**config.mk**
```make
export PLATFORM = sky130hd
export DESIGN_NAME = three_adc_spi_readout_sequencer_flat
export DESIGN_NICKNAME = d
export VERILOG_FILES = /design/src/rtl/adcseq_pkg.sv /design/src/rtl/adcseq_ifs.sv /design/src/rtl/three_adc_spi_readout_sequencer.sv /design/src/flat_wrapper.sv
export SDC_FILE = /design/constraint.sdc
export NUM_CORES = 1
export LEC_CHECK = 0
export ABC_AREA = 1
export BUFFER_PORTS_ARGS = -buffer_cell sky130_fd_sc_hd__buf_2
export CORE_MARGIN = 2
export CORE_UTILIZATION = 50
export DETAILED_ROUTE_END_ITERATION = 10
export PLACE_DENSITY = 0.75
export SLEW_MARGIN = 20
export SYNTH_ARGS = -nofsm -noshare
export SYNTH_HDL_FRONTEND = slang
export SYNTH_SLANG_ARGS = --single-unit
```
**constraint.sdc**
```tcl
create_clock -name i_clk -period 2.5 [get_ports i_clk]
set_clock_uncertainty 0.15 [all_clocks]
set_input_delay 0.375 -clock i_clk [delete_from_list [all_inputs] [get_ports i_clk]]
set_output_delay 0.375 -clock i_clk [all_outputs]
set_load 0.02 [all_outputs]
```
**src/rtl/adcseq_pkg.sv**
```systemverilog
// Package for the three-converter SPI readout sequencer.
// Holds the word types, command and phase codes, and fixed constants.
// No dependencies; every other file in rtl/ imports it.
package adcseq_pkg;

    // Reset value of the oversampling command register.
    localparam logic [7:0] OSR_RESET     = 8'h30;
    // Masks that drop the status bits from the leading byte of each reading.
    localparam logic [7:0] PRESS_HI_MASK = 8'h1F;
    localparam logic [7:0] AUX_HI_MASK   = 8'h7F;

    localparam int unsigned SAMPLE_BYTES = 8;
    localparam int unsigned CNT_W        = $clog2(SAMPLE_BYTES);

    typedef enum logic [1:0] {
        CMD_POLL  = 2'd0,
        CMD_START = 2'd1,
        CMD_STOP  = 2'd2,
        CMD_FETCH = 2'd3
    } t_cmd;

    typedef enum logic [1:0] {
        PH_NONE  = 2'd0,
        PH_PRESS = 2'd1,
        PH_TEMP  = 2'd2,
        PH_BATT  = 2'd3
    } t_phase;

    typedef struct packed {
        logic [1:0] cmd;
        logic       busy_level;
        logic       miso_level;
        logic       byte_valid;
        logic [7:0] rx_byte;
    } t_in_word;

    typedef struct packed {
        logic        data_ready;
        logic        fetch_status;
        logic [23:0] pressure;
        logic [11:0] temperature;
        logic [9:0]  battery;
        logic        cs_pressure_n;
        logic        cs_temp_n;
        logic        cs_batt_n;
        logic        send_valid;
        logic [7:0]  send_byte;
    } t_out_word;

endpackage

```
**src/rtl/adcseq_ifs.sv**
```systemverilog
// Valid/ready channel interfaces for the readout sequencer: poll input,
// result output and the configuration write channel.
// Depends on adcseq_pkg for the word types.
interface adcseq_in_if;
    import adcseq_pkg::*;
    logic     valid;
    logic     ready;
    t_in_word data;
    modport source (output valid, output data, input ready);
    modport sink   (input valid, input data, output ready);
endinterface

interface adcseq_out_if;
    import adcseq_pkg::*;
    logic      valid;
    logic      ready;
    t_out_word data;
    modport source (output valid, output data, input ready);
    modport sink   (input valid, input data, output ready);
endinterface

interface adcseq_cfg_if;
    logic       valid;
    logic       ready;
    logic [7:0] data;
    modport source (output valid, output data, input ready);
    modport sink   (input valid, input data, output ready);
endinterface

```
**src/rtl/three_adc_spi_readout_sequencer.sv**
```systemverilog
// Top level of the readout sequencer for the pressure, temperature and
// battery converters on one SPI port. Uses adcseq_pkg and the channel
// interfaces in adcseq_ifs.sv.
//
//  Channel   Direction  Word                         Handshake
//  i_in      in         cmd, pins, received byte     valid/ready, sink
//  o_out     out        fetch data, selects, send    valid/ready, source
//  i_cfg     in         oversampling command byte    valid/ready, sink
//
// A word is taken into an input register and its result then lands in
// the output register behind it, so a new word can be accepted every cycle
// while the output is not stalled. The only loop is the sequencer state,
// which is updated in the same single pass that forms the result.
// Reset (synchronous, active low) deselects all converters, clears the
// phase, byte count and new-data flag, and loads 0x30 as command byte.
// When the output is stalled the input register holds and i_in.ready
// drops only once both registers are full. The configuration channel is
// always ready.
module three_adc_spi_readout_sequencer (
    input  logic                 i_clk,
    input  logic                 i_rst_n,
    adcseq_in_if.sink            i_in,
    adcseq_out_if.source         o_out,
    adcseq_cfg_if.sink           i_cfg
);
    import adcseq_pkg::*;

    // Pipeline registers.
    logic      r_in_valid;
    t_in_word  r_in;
    logic      r_out_valid;
    t_out_word r_out;

    // Sequencer state.
    t_phase     r_phase, n_phase;
    logic [CNT_W-1:0] r_count, n_count;
    logic       r_fresh, n_fresh;
    logic [2:0] r_sel, n_sel;
    logic [7:0] r_osr;
    logic [7:0] r_sample [SAMPLE_BYTES];

    t_out_word  n_out;
    logic       w_out_free;
    logic       w_process;
    logic       w_store;
    logic [CNT_W:0] w_next_cnt;
    logic [7:0] w_s0, w_s4, w_s6;

    // The output register can take a result when empty or being drained.
    assign w_out_free  = !r_out_valid || o_out.ready;
    assign w_process   = r_in_valid && w_out_free;
    assign i_in.ready  = !r_in_valid || w_out_free;
    assign o_out.valid = r_out_valid;
    assign o_out.data  = r_out;
    assign i_cfg.ready = 1'b1;

    always_ff @(posedge i_clk) begin
        if (!i_rst_n) begin
            r_in_valid <= 1'b0;
        end else if (i_in.ready) begin
            r_in_valid <= i_in.valid;
        end
        if (i_in.valid && i_in.ready) begin
            r_in <= i_in.data;
        end
    end

    always_ff @(posedge i_clk) begin
        if (!i_rst_n) begin
            r_out_valid <= 1'b0;
        end else if (w_out_free) begin
            r_out_valid <= r_in_valid;
        end
        if (w_process) begin
            r_out <= n_out;
        end
    end

    always_ff @(posedge i_clk) begin
        if (!i_rst_n) begin
            r_osr <= OSR_RESET;
        end else if (i_cfg.valid) begin
            r_osr <= i_cfg.data;
        end
    end

    always_ff @(posedge i_clk) begin
        if (!i_rst_n) begin
            r_phase <= PH_NONE;
            r_count <= '0;
            r_fresh <= 1'b0;
            r_sel   <= 3'b111;
        end else if (w_process) begin
            r_phase <= n_phase;
            r_count <= n_count;
            r_fresh <= n_fresh;
            r_sel   <= n_sel;
        end
    end

    // Sample bytes are written at the current byte count; no reset needed,
    // since a fetch only reads them after a full set has been gathered.
    always_ff @(posedge i_clk) begin
        if (w_store) begin
            r_sample[r_count] <= r_in.rx_byte;
        end
    end

    assign w_s0 = r_sample[0] & PRESS_HI_MASK;
    assign w_s4 = r_sample[4] & AUX_HI_MASK;
    assign w_s6 = r_sample[6] & AUX_HI_MASK;
    assign w_next_cnt = {1'b0, r_count} + 1'b1;
    assign w_store = w_process && (t_cmd'(r_in.cmd) == CMD_POLL) && r_in.byte_valid;

    always_comb begin
        n_phase = r_phase;
        n_count = r_count;
        n_fresh = r_fresh;
        n_sel   = r_sel;
        n_out   = '0;

        case (t_cmd'(r_in.cmd))
            CMD_POLL: begin
                // End of conversion starts the next transfer.
                case (r_phase)
                    PH_PRESS: begin
                        if (!r_in.busy_level) begin
                            n_sel[0]        = 1'b0;
                            n_out.send_valid = 1'b1;
                            n_out.send_byte  = r_osr;
                            n_phase         = PH_NONE;
                        end
                    end
                    PH_TEMP, PH_BATT: begin
                        if (r_in.miso_level) begin
                            n_out.send_valid = 1'b1;
                            n_out.send_byte  = 8'h00;
                            n_phase         = PH_NONE;
                        end
                    end
                    default: begin
                    end
                endcase
                // A finished byte either closes a converter's group or
                // continues the transfer with a zero byte, which wins over
                // any send chosen above.
                if (r_in.byte_valid) begin
                    n_fresh = 1'b0;
                    if (w_next_cnt == (CNT_W+1)'(4)) begin
                        n_sel[0] = 1'b1;
                        n_sel[1] = 1'b0;
                        n_phase  = PH_TEMP;
                        n_count  = CNT_W'(4);
                    end else if (w_next_cnt == (CNT_W+1)'(6)) begin
                        n_sel[1] = 1'b1;
                        n_sel[2] = 1'b0;
                        n_phase  = PH_BATT;
                        n_count  = CNT_W'(6);
                    end else if (w_next_cnt == (CNT_W+1)'(SAMPLE_BYTES)) begin
                        n_sel[2] = 1'b1;
                        n_count  = '0;
                        n_fresh  = 1'b1;
                        n_phase  = PH_PRESS;
                    end else begin
                        n_count          = w_next_cnt[CNT_W-1:0];
                        n_out.send_valid = 1'b1;
                        n_out.send_byte  = 8'h00;
                    end
                end
            end
            CMD_START: begin
                n_phase = PH_PRESS;
            end
            CMD_STOP: begin
                n_sel   = 3'b111;
                n_count = '0;
                n_fresh = 1'b0;
                n_phase = PH_NONE;
            end
            CMD_FETCH: begin
                if (!r_fresh) begin
                    n_out.fetch_status = 1'b1;
                end else begin
                    n_out.pressure    = {w_s0[4:0], r_sample[1], r_sample[2],
                                         r_sample[3][7:5]};
                    n_out.temperature = {w_s4[6:0], r_sample[5][7:3]};
                    n_out.battery     = {w_s6[6:0], r_sample[7][7:5]};
                    n_fresh           = 1'b0;
                end
            end
            default: begin
            end
        endcase

        n_out.data_ready    = n_fresh;
        n_out.cs_pressure_n = n_sel[0];
        n_out.cs_temp_n     = n_sel[1];
        n_out.cs_batt_n     = n_sel[2];
    end

endmodule

```
**src/flat_wrapper.sv**
```systemverilog
// flat-port wrapper written by rule: the top's interface ports become plain ports
module three_adc_spi_readout_sequencer_flat import adcseq_pkg::*;
  (i_clk, i_rst_n, i_in_valid, i_in_data, i_in_ready, o_out_valid, o_out_data, o_out_ready, i_cfg_valid, i_cfg_data, i_cfg_ready);
  adcseq_in_if i_in_i ();
  adcseq_out_if o_out_i ();
  adcseq_cfg_if i_cfg_i ();
  input  logic i_clk;
  input  logic i_rst_n;
  input wire logic [$bits(i_in_i.valid)-1:0] i_in_valid;
  input wire logic [$bits(i_in_i.data)-1:0] i_in_data;
  output wire logic [$bits(i_in_i.ready)-1:0] i_in_ready;
  output wire logic [$bits(o_out_i.valid)-1:0] o_out_valid;
  output wire logic [$bits(o_out_i.data)-1:0] o_out_data;
  input wire logic [$bits(o_out_i.ready)-1:0] o_out_ready;
  input wire logic [$bits(i_cfg_i.valid)-1:0] i_cfg_valid;
  input wire logic [$bits(i_cfg_i.data)-1:0] i_cfg_data;
  output wire logic [$bits(i_cfg_i.ready)-1:0] i_cfg_ready;
  assign i_in_i.valid = i_in_valid;
  assign i_in_i.data = i_in_data;
  assign i_in_ready = i_in_i.ready;
  assign o_out_valid = o_out_i.valid;
  assign o_out_data = o_out_i.data;
  assign o_out_i.ready = o_out_ready;
  assign i_cfg_i.valid = i_cfg_valid;
  assign i_cfg_i.data = i_cfg_data;
  assign i_cfg_ready = i_cfg_i.ready;
  three_adc_spi_readout_sequencer u_core (.i_clk(i_clk), .i_rst_n(i_rst_n), .i_in(i_in_i), .o_out(o_out_i), .i_cfg(i_cfg_i));
endmodule
```
==> key figures <==
Status
  • Status: finished, final reports clean

Floorplanning
  • Initial Util: 51.9%
  • Die H: 105 um
  • Row cnt: 36
  • Die W: 105 um
  • Core area: 0.00986 mm^2
  • Die ar.: 0.0111 mm^2
  • Io pins: 89

Synth
  • Yosys warns: 0
  • Largest family of logic cells by synthesized area: simple AND/OR/NAND/NOR gates
  • XOR/XNOR share of the synthesized area: 0%
  • Cells after synthesis: 396
  • Total nets after synthesis: 429
  • Yosys top cell area share: 69.8%
  • Area contributors post-synth: edfxtp_1 (70%), dfxtp_1 (7.4%), inv_1 (5.6%), nor2_1 (5.4%), nand2_1 (2.5%)
  • Unique masters post-synth: 27
  • Fraction of the mapped netlist area in compound gates: 3.89%
  • Mux contribution to synthesized area: 0%
  • Seq/Total Area, Yosys: 77.3%
  • Syn Area/Cell: 12.9 um^2
  • Most frequent cell after synthesis: edfxtp_1
  • Adder-Cell Fraction of Synth Area: 1.71%
  • Synthesized area: 0.00512 mm^2
  • Ys async rst share: 0%
  • Top post-synthesis cells by count: edfxtp_1 (119), inv_1 (76), nor2_1 (73)
  • Post-Synth Simple-Gate Area: 10.8%
  • Post-synth EDFFs: 119
  • Synthesized flop and latch total: 138
  • Leading area contributor after synthesis: edfxtp_1
  • Post-synth top flop: edfxtp_1

STA
  • Max_slew headroom: 59.9%
  • Max Freq: 467 MHz
  • RSZ-0062 raised after global routing: no
  • Sum Neg Setup Slack: 0 ns
  • Setup-failing EPs final: 0
  • Worst slew pin tran: 0.600 ns
  • Min Tclk post-route: 2.14 ns
  • Final setup margin: 0.358 ns
  • Final Max Tran Viols: 0
  • Crit share post-route: 85.7%
  • Fin. Hold Viols: 0
  • Hold_ws: 0.0232 ns

Global route
  • First-pass GRT wire length: 14.8 mm
  • GRT overflow: 0
  • GRT met3 Usage: 4.62%
  • Total track usage: 17.5%
  • Met1 Track Usage GR: 20.1%
  • Vias in the first global route: 3122
  • GR Util met2: 31.4%
  • Largest net degree at the start of global routing: 47
  • Initial antenna violation count: 0
  • GR peak layer: met2

Placed design
  • DP HPWL: 6.06 mm
  • DP Cell Count: 616
  • DP Worst Slack: 0.369 ns
  • I/O Buffers: 87
  • Placer congestion estimate: 0.823

Job
  • Maxcap violations: 0

Layout
  • Synth-to-Final Area Change: 28.0%
  • Number of nets in the layout: 557
  • Layout cells sized above 1: 25.0%
  • Fillers: 702
  • ANT cells: 0
  • Area occupied by multi-input gates: 845 um^2
  • Non-filler cells, final: 670
  • Register area: 0.00395 mm^2

Worst setup path
  • Crit-path max cell delay: 0.46 ns
  • WP data required: 2.49 ns
  • R2R setup slack: 0.36 ns
  • Worst EP arrival: 2.13 ns
  • Crit Path Class: reg -> reg
  • CP Buf/Inv Count: 1
  • Slowest-stage cell, CP: nor2_1
  • CP startpoint kind: register
  • Crit-path cells: inv_1 > ha_1 > nand2_1 > nor2_1 > nand2_1 > nor2_1
  • CP Capture Type: register
  • Crit path max-delay family: simple AND/OR/NAND/NOR gates
  • Max Fanout on Critical Path: 7

Power and ir drop
  • P_leak: 2.79 nW
  • Overall Power: 5.30 mW
  • PwrDens: 809 mW/mm^2
  • Maximum vdd drop: 0.412 mV

Clock tree
  • Max clock buf depth: 2
  • Clk Latency, worst-skew pair: 0.51 ns
  • Root buffer cell: clkbuf_8
  • # resized after CTS: 0
  • CTS tree: built
  • Clock Sinks: 138
  • Clk slew on worst S/H paths: 0.07 ns
  • Cts hold-fix bufs: 22
  • Post-CTS Setup Bufs: 0
  • H-tree levels: 4
  • CTS Buf Count: 17

Routing
  • Vias per cell: 4.74
  • Via count: 3175
  • Drt wl/cell: 13.4 um
  • Residual DRC: 0
  • 1st-iter DRT viols: 181
  • Detailed Route WL: 8.99 mm
  • Post-DRT Antenna Nets: 0
  • Drt pass-1 iters: 4

Min path
  • Min-Delay Path Class: in -> reg
[sequential cells by signal, indices dropped and copies added, names as in the netlist]
| register | cells |
|---|---|
| u_core.r_fresh | 1 |
| u_core.r_sel | 3 |
| u_core.o_out.data | 60 |
| u_core.r_in_valid | 1 |
| u_core.r_in | 13 |
| u_core.r_phase | 2 |
| u_core.r_sample | 46 |
| u_core.o_out.valid | 1 |
| u_core.r_count | 3 |
| u_core.r_osr | 8 |
[routing by layer]
| metal | wire length [um] | up-vias |
|---|---|---|
| li1 | - | 1563 |
| met3 | 452 | 10 |
| met2 | 4860 | 109 |
| met1 | 3580 | 1493 |
| met5 | 0 | - |
| met4 | 102 | 0 |
[area by class of cell]
| type | instances | share of cell area [%] |
|---|---|---|
| repair buffers | 116 | 11.0 |
| inverters | 77 | 4.41 |
| flip-flops and latches | 138 | 60.3 |
| clock buffers | 18 | 6.38 |
| multi-input cells | 174 | 12.9 |
| clock inverters | 14 | 2.44 |
| well taps | 133 | 2.54 |
[final timing paths]
path / start / end / cells after the start
min reg2reg: u_core.r_sel[1] / u_core.r_sel[1] / 2
max reg2reg: u_core.r_in[11] / u_core.r_sample[4][1] / 6
min: i_rst_n / u_core.r_osr[4] / 2
max: u_core.r_in[11] / u_core.r_sample[4][1] / 6
[placed cells by master (no fill, tap or decap), types with 2 or more instances in the layout]
cell,Yosys,final
edfxtp_1,119,119
buf_2,0,87
inv_1,76,75
nor2_1,73,73
nand2_1,34,34
dlygate4sd3_1,0,22
dfxtp_1,19,19
clkbuf_16,0,16
nand3_1,14,14
o21ai_0,14,14
a21oi_1,11,11
ha_1,7,7
buf_4,1,6
inv_6,0,5
nand4_1,3,3
clkinvlp_4,0,3
inv_2,1,2
o21bai_1,2,2
nor3_1,2,2
a21oi_2,2,2
nand3_2,2,2
clkinv_4,0,2
bufinv_16,0,2
[power by group]
part | leakage [nW] | switching [mW] | internal (mW) | total, mW
logic | 1.27 | 0.179 | 0.104 | 0.283
registers | 1.25 | 0.0411 | 2.58 | 2.62
clock network | 0.275 | 0.955 | 1.44 | 2.40
total | 2.79 | 1.18 | 4.13 | 5.30
[cell families (layout without fill, tap and decap cells)]
logic type               count (synthesis)  in the layout
flip-flops                             138            138
AND/OR/NAND/NOR                        131            131
AO/OA/AOI/OAI                           35             35
other                                    1              1
buffers and inverters                   84            225
adder cells (fa/ha/maj)                  7              7
[per-stage QoR]
step	cell area [um^2]	util (%)
final	6550	66.4
after global placement	5750	58.3
after floorplan	5120	-
after detailed placement	5750	58.3
after global routing	6550	66.4
after CTS	6550	66.4
(Power assumes the default switching activity.)
